===== config.mk =====
export PLATFORM = sky130hd
export DESIGN_NAME = cmpf_div
export DESIGN_NICKNAME = d
export VERILOG_FILES = /design/src/design/cmpf_pkg.sv /design/src/design/cmpf_div.sv
export SDC_FILE = /design/constraint.sdc
export NUM_CORES = 1
export LEC_CHECK = 0
export ABC_AREA = 1
export BUFFER_PORTS_ARGS = -buffer_cell sky130_fd_sc_hd__buf_2
export CORE_ASPECT_RATIO = 1.75
export CORE_MARGIN = 1.5
export CORE_UTILIZATION = 35
export CTS_BUF_LIST = sky130_fd_sc_hd__clkbuf_16
export DETAILED_ROUTE_END_ITERATION = 16
export GPL_TIMING_DRIVEN = 0
export PLACE_DENSITY = 0.61
export SYNTH_ARGS = -nofsm -noshare
export SYNTH_HDL_FRONTEND = slang
export SYNTH_SLANG_ARGS = --single-unit

===== constraint.sdc =====
create_clock -name clk -period 6.1 [get_ports clk]
set_input_delay 1.22 -clock clk [delete_from_list [all_inputs] [get_ports clk]]
set_output_delay 1.22 -clock clk [all_outputs]
set_load 0.01 [all_outputs]

===== src/design/cmpf_pkg.sv =====
package cmpf_pkg;

    // geometry of the filter
    localparam int NUM_ROWS    = 4;
    localparam int NUM_CH      = 4;
    localparam int NUM_COLOURS = 3;
    localparam int ROW_IDX_W   = 2;
    localparam int CHAN_W      = 8;

    // row and channel order: red, green, blue, alpha
    localparam int ROW_RED   = 0;
    localparam int ROW_GREEN = 1;
    localparam int ROW_BLUE  = 2;
    localparam int ROW_ALPHA = 3;

    // configuration port
    localparam int REG_W  = 64;
    localparam int IDX_W  = 3;
    localparam int SLOT_W = 16;
    localparam int GAIN_ONE = 256;

    typedef enum logic [IDX_W-1:0] {
        REG_RED_GAINS,
        REG_GREEN_GAINS,
        REG_BLUE_GAINS,
        REG_ALPHA_GAINS,
        REG_ROW_OFFSETS
    } cmpf_reg_t;

    // row sums are exact multiples of 1/(255*256), magnitude below 2^33
    localparam int ROW_W   = 35;
    localparam int MAG_W   = 34;
    localparam int HALF_W  = 17;
    localparam int PP_W    = 2 * HALF_W;
    localparam int PROD_W  = 2 * MAG_W;
    localparam int DEN_SHIFT = 16;
    localparam int PSH_W   = PROD_W - DEN_SHIFT;

    // alpha row: clamp at 256*255*256, else (na>>8)/255 by reciprocal
    localparam logic signed [ROW_W-1:0] ALPHA_SAT = 35'sd16711680;
    localparam int A_SRC_LSB   = 8;
    localparam int A_SRC_W     = 16;
    localparam int A_PROD_W    = 32;
    localparam logic [A_SRC_W-1:0] ALPHA_RECIP = 16'd32897;
    localparam int ALPHA_RSHIFT = 23;

    // colour rows: product over 2^16 then divided by 255^3
    localparam int DIV_W          = 32;
    localparam int QUO_W          = 8;
    localparam int DIV_STAGES     = 4;
    localparam int BITS_PER_STAGE = 2;
    localparam logic [DIV_W-1:0] DIV_CONST  = 32'd16581375;
    localparam logic [DIV_W-1:0] COLOUR_SAT = 32'd4244832000;

    localparam logic [CHAN_W-1:0] CHAN_MAX = 8'hff;

    typedef struct packed {
        logic [CHAN_W-1:0] blue_in;
        logic [CHAN_W-1:0] green_in;
        logic [CHAN_W-1:0] red_in;
        logic [CHAN_W-1:0] alpha_in;
    } cmpf_pixel_t;

    typedef struct packed {
        logic [CHAN_W-1:0] blue_out;
        logic [CHAN_W-1:0] green_out;
        logic [CHAN_W-1:0] red_out;
        logic [CHAN_W-1:0] alpha_out;
    } cmpf_result_t;

    typedef logic signed [ROW_W-1:0] cmpf_row_t;

    // colour product on its way to the divider
    typedef struct packed {
        logic             kill;
        logic [PSH_W-1:0] prod;
    } cmpf_prod_t;

endpackage


===== src/design/cmpf_div.sv =====
module cmpf_div
    import cmpf_pkg::*;
(
    input  logic              clk,
    input  logic              rst_n,
    input  logic              in_valid,
    input  cmpf_prod_t        src,
    output logic              out_valid,
    output logic [QUO_W-1:0]  quo
);

    localparam int LAST = DIV_STAGES - 1;

    logic [DIV_STAGES-1:0] valid_reg;
    logic [DIV_W-1:0]      rem_reg [DIV_STAGES];
    logic [QUO_W-1:0]      q_reg [DIV_STAGES];
    logic                  sat_reg [DIV_STAGES];
    logic                  kill_reg [DIV_STAGES];

    logic [DIV_W-1:0]      rem_nx [DIV_STAGES];
    logic [QUO_W-1:0]      q_nx [DIV_STAGES];
    logic                  sat_in;

    always_ff @(posedge clk or negedge rst_n)
    begin
        if (!rst_n)
        begin
            valid_reg <= '0;
        end
        else
        begin
            valid_reg <= {valid_reg[DIV_STAGES-2:0], in_valid};
        end
    end

    // saturation check runs beside the first division step
    assign sat_in = (src.prod[PSH_W-1:DIV_W] != '0) || (src.prod[DIV_W-1:0] >= COLOUR_SAT);

    // restoring division, two quotient bits per stage
    always_comb
    begin : div_steps
        logic [DIV_W-1:0] rem_v;
        logic [DIV_W-1:0] trial;
        logic [QUO_W-1:0] q_v;
        int               b;
        for (int s = 0; s < DIV_STAGES; s++)
        begin
            rem_v = (s == 0) ? src.prod[DIV_W-1:0] : rem_reg[(s == 0) ? 0 : s - 1];
            q_v   = (s == 0) ? '0 : q_reg[(s == 0) ? 0 : s - 1];
            for (int j = 0; j < BITS_PER_STAGE; j++)
            begin
                b     = QUO_W - 1 - s * BITS_PER_STAGE - j;
                trial = DIV_CONST << b;
                if (rem_v >= trial)
                begin
                    rem_v  = rem_v - trial;
                    q_v[b] = 1'b1;
                end
            end
            rem_nx[s] = rem_v;
            q_nx[s]   = q_v;
        end
    end

    always_ff @(posedge clk)
    begin
        for (int s = 0; s < DIV_STAGES; s++)
        begin
            rem_reg[s] <= rem_nx[s];
            q_reg[s]   <= q_nx[s];
            sat_reg[s]  <= (s == 0) ? sat_in : sat_reg[(s == 0) ? 0 : s - 1];
            kill_reg[s] <= (s == 0) ? src.kill : kill_reg[(s == 0) ? 0 : s - 1];
        end
    end

    // sign mismatch or zero gives 0, overflow gives 255
    always_comb
    begin
        if (kill_reg[LAST])
        begin
            quo = '0;
        end
        else if (sat_reg[LAST])
        begin
            quo = CHAN_MAX;
        end
        else
        begin
            quo = q_reg[LAST];
        end
    end

    assign out_valid = valid_reg[LAST];

    // unsaturated quotient leaves a remainder below the divisor
    assert property (@(posedge clk) disable iff (!rst_n)
        valid_reg[LAST] && !sat_reg[LAST] |-> rem_reg[LAST] < DIV_CONST)
        else $error("divider remainder not below divisor");

endmodule

==> Word level (Yosys, flattened, before mapping) <==
Memories as Yosys holds them, arrays and structs flattened.
Cells that the tools add are included.
{ "word_totals": {"reg_bits": 4, "ram_bits": 168, "in_bits": 56, "output_inout_bits": 9, "elab_cells": 42, "mem_count": 4} }
{ "op_classes": {"add_sub_neg": 8, "n_lt_le_gt_ge": 9, "muxes": 18, "reduce_logical": 2} }
{ "mem_list": {"columns": ["memory", "depth", "word_bits", "read_ports", "rd_ports_with_merged_regs", "write_ports", "line_no", "rtl"], "rows": [
  ["rem_reg", 4, 32, 3, 0, 4, "cmpf_div.sv:15", "logic [DIV_W-1:0] rem_reg [DIV_STAGES];"],
  ["q_reg", 4, 8, 4, 0, 4, "cmpf_div.sv:16", "logic [QUO_W-1:0] q_reg [DIV_STAGES];"],
  ["kill_reg", 4, 1, 4, 0, 4, "cmpf_div.sv:18", "logic kill_reg [DIV_STAGES];"],
  ["sat_reg", 4, 1, 4, 0, 4, "cmpf_div.sv:17", "logic sat_reg [DIV_STAGES];"]
]} }
{ "op_table": {"columns": ["cell", "n"], "rows": [
  ["two-way mux 32 bit", 8],
  ["greater-or-equal comparator 32 x 24 -> 1 bit (second input constant)", 1],
  ["greater-or-equal comparator 32 x 25 -> 1 bit (second input constant)", 1],
  ["greater-or-equal comparator 32 x 26 -> 1 bit (second input constant)", 1],
  ["greater-or-equal comparator 32 x 27 -> 1 bit (second input constant)", 1],
  ["greater-or-equal comparator 32 x 28 -> 1 bit (second input constant)", 1],
  ["greater-or-equal comparator 32 x 29 -> 1 bit (second input constant)", 1],
  ["greater-or-equal comparator 32 x 30 -> 1 bit (second input constant)", 1],
  ["greater-or-equal comparator 32 x 31 -> 1 bit (second input constant)", 1],
  ["greater-or-equal comparator 32 bit (second input constant)", 1],
  ["subtractor 32 x 24 -> 32 bit (second input constant)", 1],
  ["subtractor 32 x 25 -> 32 bit (second input constant)", 1],
  ["subtractor 32 x 26 -> 32 bit (second input constant)", 1],
  ["subtractor 32 x 27 -> 32 bit (second input constant)", 1],
  ["subtractor 32 x 28 -> 32 bit (second input constant)", 1],
  ["subtractor 32 x 29 -> 32 bit (second input constant)", 1],
  ["subtractor 32 x 30 -> 32 bit (second input constant)", 1],
  ["subtractor 32 x 31 -> 32 bit (second input constant)", 1],
  ["nonzero test 20 bit", 1],
  ["two-way mux 8 bit", 2],
  ["two-way mux 1 bit", 8],
  ["logical OR 1 bit", 1]
]} }

==> Longest topological paths before layout <==
An unclocked memory read counts as a cell.
{ "logic_depth": {"word_depth": 5, "depth_mapped": 23, "depth_no_buf": 23} }

==> Worst setup path before layout <==
Ideal clock, no wire load.
{ "synth_path": {"kind": "input-to-reg", "startpoint": "in src[7] (netlist bit)", "endpoint": "mem rem_reg[0][10]", "setup_time_ns": 0.133, "arrival_time_ns": 3.271, "required_ns": 5.967, "slack_ns": 2.696, "stages": 18, "n_path_buf": 2, "path_cell_list": "ha_1 -> nand2_1 -> nor2_2 -> nand2_1 -> nor2_2 -> nand2_2 -> nand3_4 -> buf_4 -> nand2_1 -> and2_1 -> ha_1 -> nand3_1 -> nand2_1 -> nand2_2 -> nand2_4 -> buf_6 -> o21ai_1 -> o21ai_1"} }
{ "synth_lines": {"columns": ["item", "line_no", "rtl"], "rows": [
  ["start, declared", "cmpf_div.sv:7", "input cmpf_prod_t src,"],
  ["end, declared", "cmpf_div.sv:15", null]
]} }

==> impl_metrics.toml <==
[pwr]
combPwrFrac_pct = 53.2
p_seq_share_pct = 26.9
p_sw_share_pct = 51.1
finalPower_mw = 5.15
switchingPower_mw = 2.63
p_clk_share_pct = 19.9
p_leak_nw = 7.40
ir_worst_vdd_mv = 0.243
p_per_area_nw_per_um2 = 362
p_int_mw = 2.52

[detailed_routing]
vias = 14500
drc = 0
finalWirelength_um = 46400
first_iter_violations = 612
post_drt_wl_per_cell_um = 16.0
antenna_left = 0
routed_via_density = 5.00
first_pass_iters = 5

[critical_path]
crit_chain = "buf_2 > nor2_2 > nand2_1 > nand2_1 > nand2_2 > a21oi_4 > nand3_4 > o21ai_0 > inv_1 > nand2_1 > nor2_1 > nand3_1 > nand2_1 > nand2_2 > nand2_4 > buf_2 > o21ai_1"
rr_worst_depth = 17
critical_path_peak_fanout = 10
crit_required_ps = 6410
crit_end = "rem_reg[0][21]$_DFF_P_"
critPathMaxStageDelay_ps = 610
cp-start-kind = "input pin"
critPathTopFamily = "simple AND/OR/NAND/NOR gates"
crit_top_cell = "nand2_1"
worstReg2RegEnd = "rem_reg[1][26]$_DFF_P_"
end_kind = "flip-flop"
crit_type = "input pin to flip-flop"
critical_path.slowest_cell = "o21ai_0"
reg2reg_from = "rem_reg[0][5]$_DFF_P_"
crit_start = "src[21]"
cp.arrival_ps = 4180
rrSetupSlack_ps = 2290
crit_cells = 17
path_buf_inv = 3

[synthesis]
synth-xor-area-share_pct = 5.29
async_flop_share_pct = 3.13
post_synth_fa_ha_maj_area_fraction_pct = 0.688
synth-edff-count = 0
synthSimpleGateAreaFrac_pct = 55.2
muxShareOfSynthArea_pct = 0
synth-compound-area-share_pct = 7.00
post_synth_num_cell_types = 53
yosys_warnings = 0
yosys-top-cells-area = "nand2_1 (26%), dfxtp_1 (19%), nor2_1 (9.8%)"
syn_inst = 2330
synth_seq_cells = 128
synth_top_area_share_pct = 26.2
synth_top_family_by_area = "simple AND/OR/NAND/NOR gates"
syn_area_um2 = 12700
seq_area_frac_synth_pct = 20.3
synth_ff_type = "dfxtp_1"
synth_top_area_cell = "nand2_1"
avgSynthCellArea_um2 = 5.46
synth_nets = 2393

[clocking]
ctsResizeCount = 0
ctsHoldBuffers = 0
clock_sinks = 128
clk-insertion-delay-late_ps = 440
cts_root_buf = "clkbuf_16"
post-cts-setup-buffer-count = 0
htree_levels = 4
path_clk_slew_ps = 60
cts_made_buffers = 17
tritoncts = "done"
cts_max_path_buffers = 2

[global_routing]
grt_pass1_wl_um = 72300
grt_max_degree = 17
grtUsageTotal_pct = 24.9
antenna_found_initial = 0
first_global_vias = 14000
gr-total-overflow = 0

[timing]
drv_slew = 0
hold_viol = 0
fmax_mhz = 258
setup_tns_ps = 0
min_period_over_period_pct = 63.6
relSlewSlack_pct = 45.9
setup_ws_ps = 2220
period_minus_slack_ps = 3880
worstMarginPinSlew_ps = 802
hold_slack_ps = 325
skew_ps = 9.36
setup_viol = 0
rsz0062_at_grt = "no"

[cells_and_area]
nets = 2474
fin_area_um2 = 14200
drive_gt1_share_pct = 11.3
area_growth_pct = 11.7
register_area_um2 = 2580
instances_no_fill = 2893
antennaDiodeCount = 0
largest_reg_flops = 96
final_util_pct = 39.6
final_common_cell = "nand2_1"
fillers = 4108
multi_input_area_um2 = 8680
final_cell_mix = "nand2_1 (889), nor2_1 (331), inv_1 (266), nand3_1 (199), dfxtp_1 (124)"

[floorplan]
fp-row-count = 92
die_y_um = 255
dieArea_um2 = 37600
core_area_um2 = 35900
die_x_um = 147
initial_core_util_pct = 35.4
ios = 65

[place]
post-place-ws_ps = 1770
gp_congestion = 1.03
dpl.hpwl_um = 40200
post_dp_cell_area_um2 = 13600
dp.cells = 2862
io_buffer_count = 62

[run_status]
outcome = "complete, no violations"

[run]
cap_violations = 0

[min_path]
min-delay-start = "q_reg[2][6]$_DFF_P_"
hp-class = "flip-flop to flip-flop"
cell usage after synthesis, types with 10 or more instances:
master / instances
a21oi_1: 48
buf_2: 11
buf_6: 11
dfxtp_1: 124
inv_1: 266
inv_2: 32
nand2_1: 889
nand2_2: 35
nand3_1: 199
nand3b_1: 13
nand4_1: 64
nor2_1: 331
nor2_2: 30
nor3_1: 28
o21ai_0: 44
o21ai_1: 28
o21ai_2: 10
xor2_1: 63
worst min-delay path by stage:
stage | slack (ps) | cells past startpoint | to
2_1_floorplan | 310 | 0 | kill_reg[1]$_DFF_P_
3_3_place_gp | 310 | 0 | kill_reg[3]$_DFF_P_
3_5_place_dp | 310 | 0 | kill_reg[1]$_DFF_P_
4_1_cts | 330 | 0 | q_reg[3][4]$_DFF_P_
5_1_grt | 330 | 0 | q_reg[3][6]$_DFF_P_
6_report | 330 | 0 | q_reg[3][6]$_DFF_P_
power by group through the flow:
| stage | logic [mW] | clock network [mW] | registers, mW |
|---|---|---|---|
| after floorplan | 2.00 | 0 | 1.26 |
| after global placement | 2.71 | 0 | 1.40 |
| after detailed placement | 2.72 | 0 | 1.40 |
| after CTS | 2.73 | 1.05 | 1.38 |
| after global routing | 3.07 | 1.09 | 1.41 |
| final | 2.74 | 1.03 | 1.38 |
area by class of cell:
| cell class | count | area share (%) |
|---|---|---|
| buffer | 40 | 2.43 |
| clock buffer | 17 | 2.99 |
| clock inverter | 14 | 1.20 |
| inverter | 299 | 7.89 |
| multi-input combinational | 1863 | 61.0 |
| sequential | 128 | 18.2 |
| tap | 470 | 4.13 |
| timing repair buffer | 62 | 2.18 |
worst register-to-register path, cell delays in order (launching register included):
cell and delay (ps):
dfxtp_1 650, ha_1 310, nand2_1 60, nor2_1 370
nand3_1 350, nand3_1 220, xor2_1 200, o21ai_1 140
nor2_2 220, nand2_1 180, nor2_1 150, nand2_2 130
nand2_4 100, nand3_4 110, inv_2 120, buf_2 270
nand2_1 80, nand2_1 80
logic make-up (layout without fill, tap and decap cells):
family,Yosys count,count (layout)
flops,128,128
buf+inv,339,432
simple gates,1629,1629
compound gates,154,154
xor+xnor,73,73
fa+ha+maj,7,7
per-layer routing:
layer	vias to the layer above	routed length (um)	GRT usage, %	part of all wire [%]
met5	-	0	0	0
met4	0	4650	22.9	10
met3	195	1040	2.66	2.2
met2	348	26400	50.7	57
met1	6424	14300	19.8	31
li1	7500	-	-	-
Power figures use the tool's default switching activity.
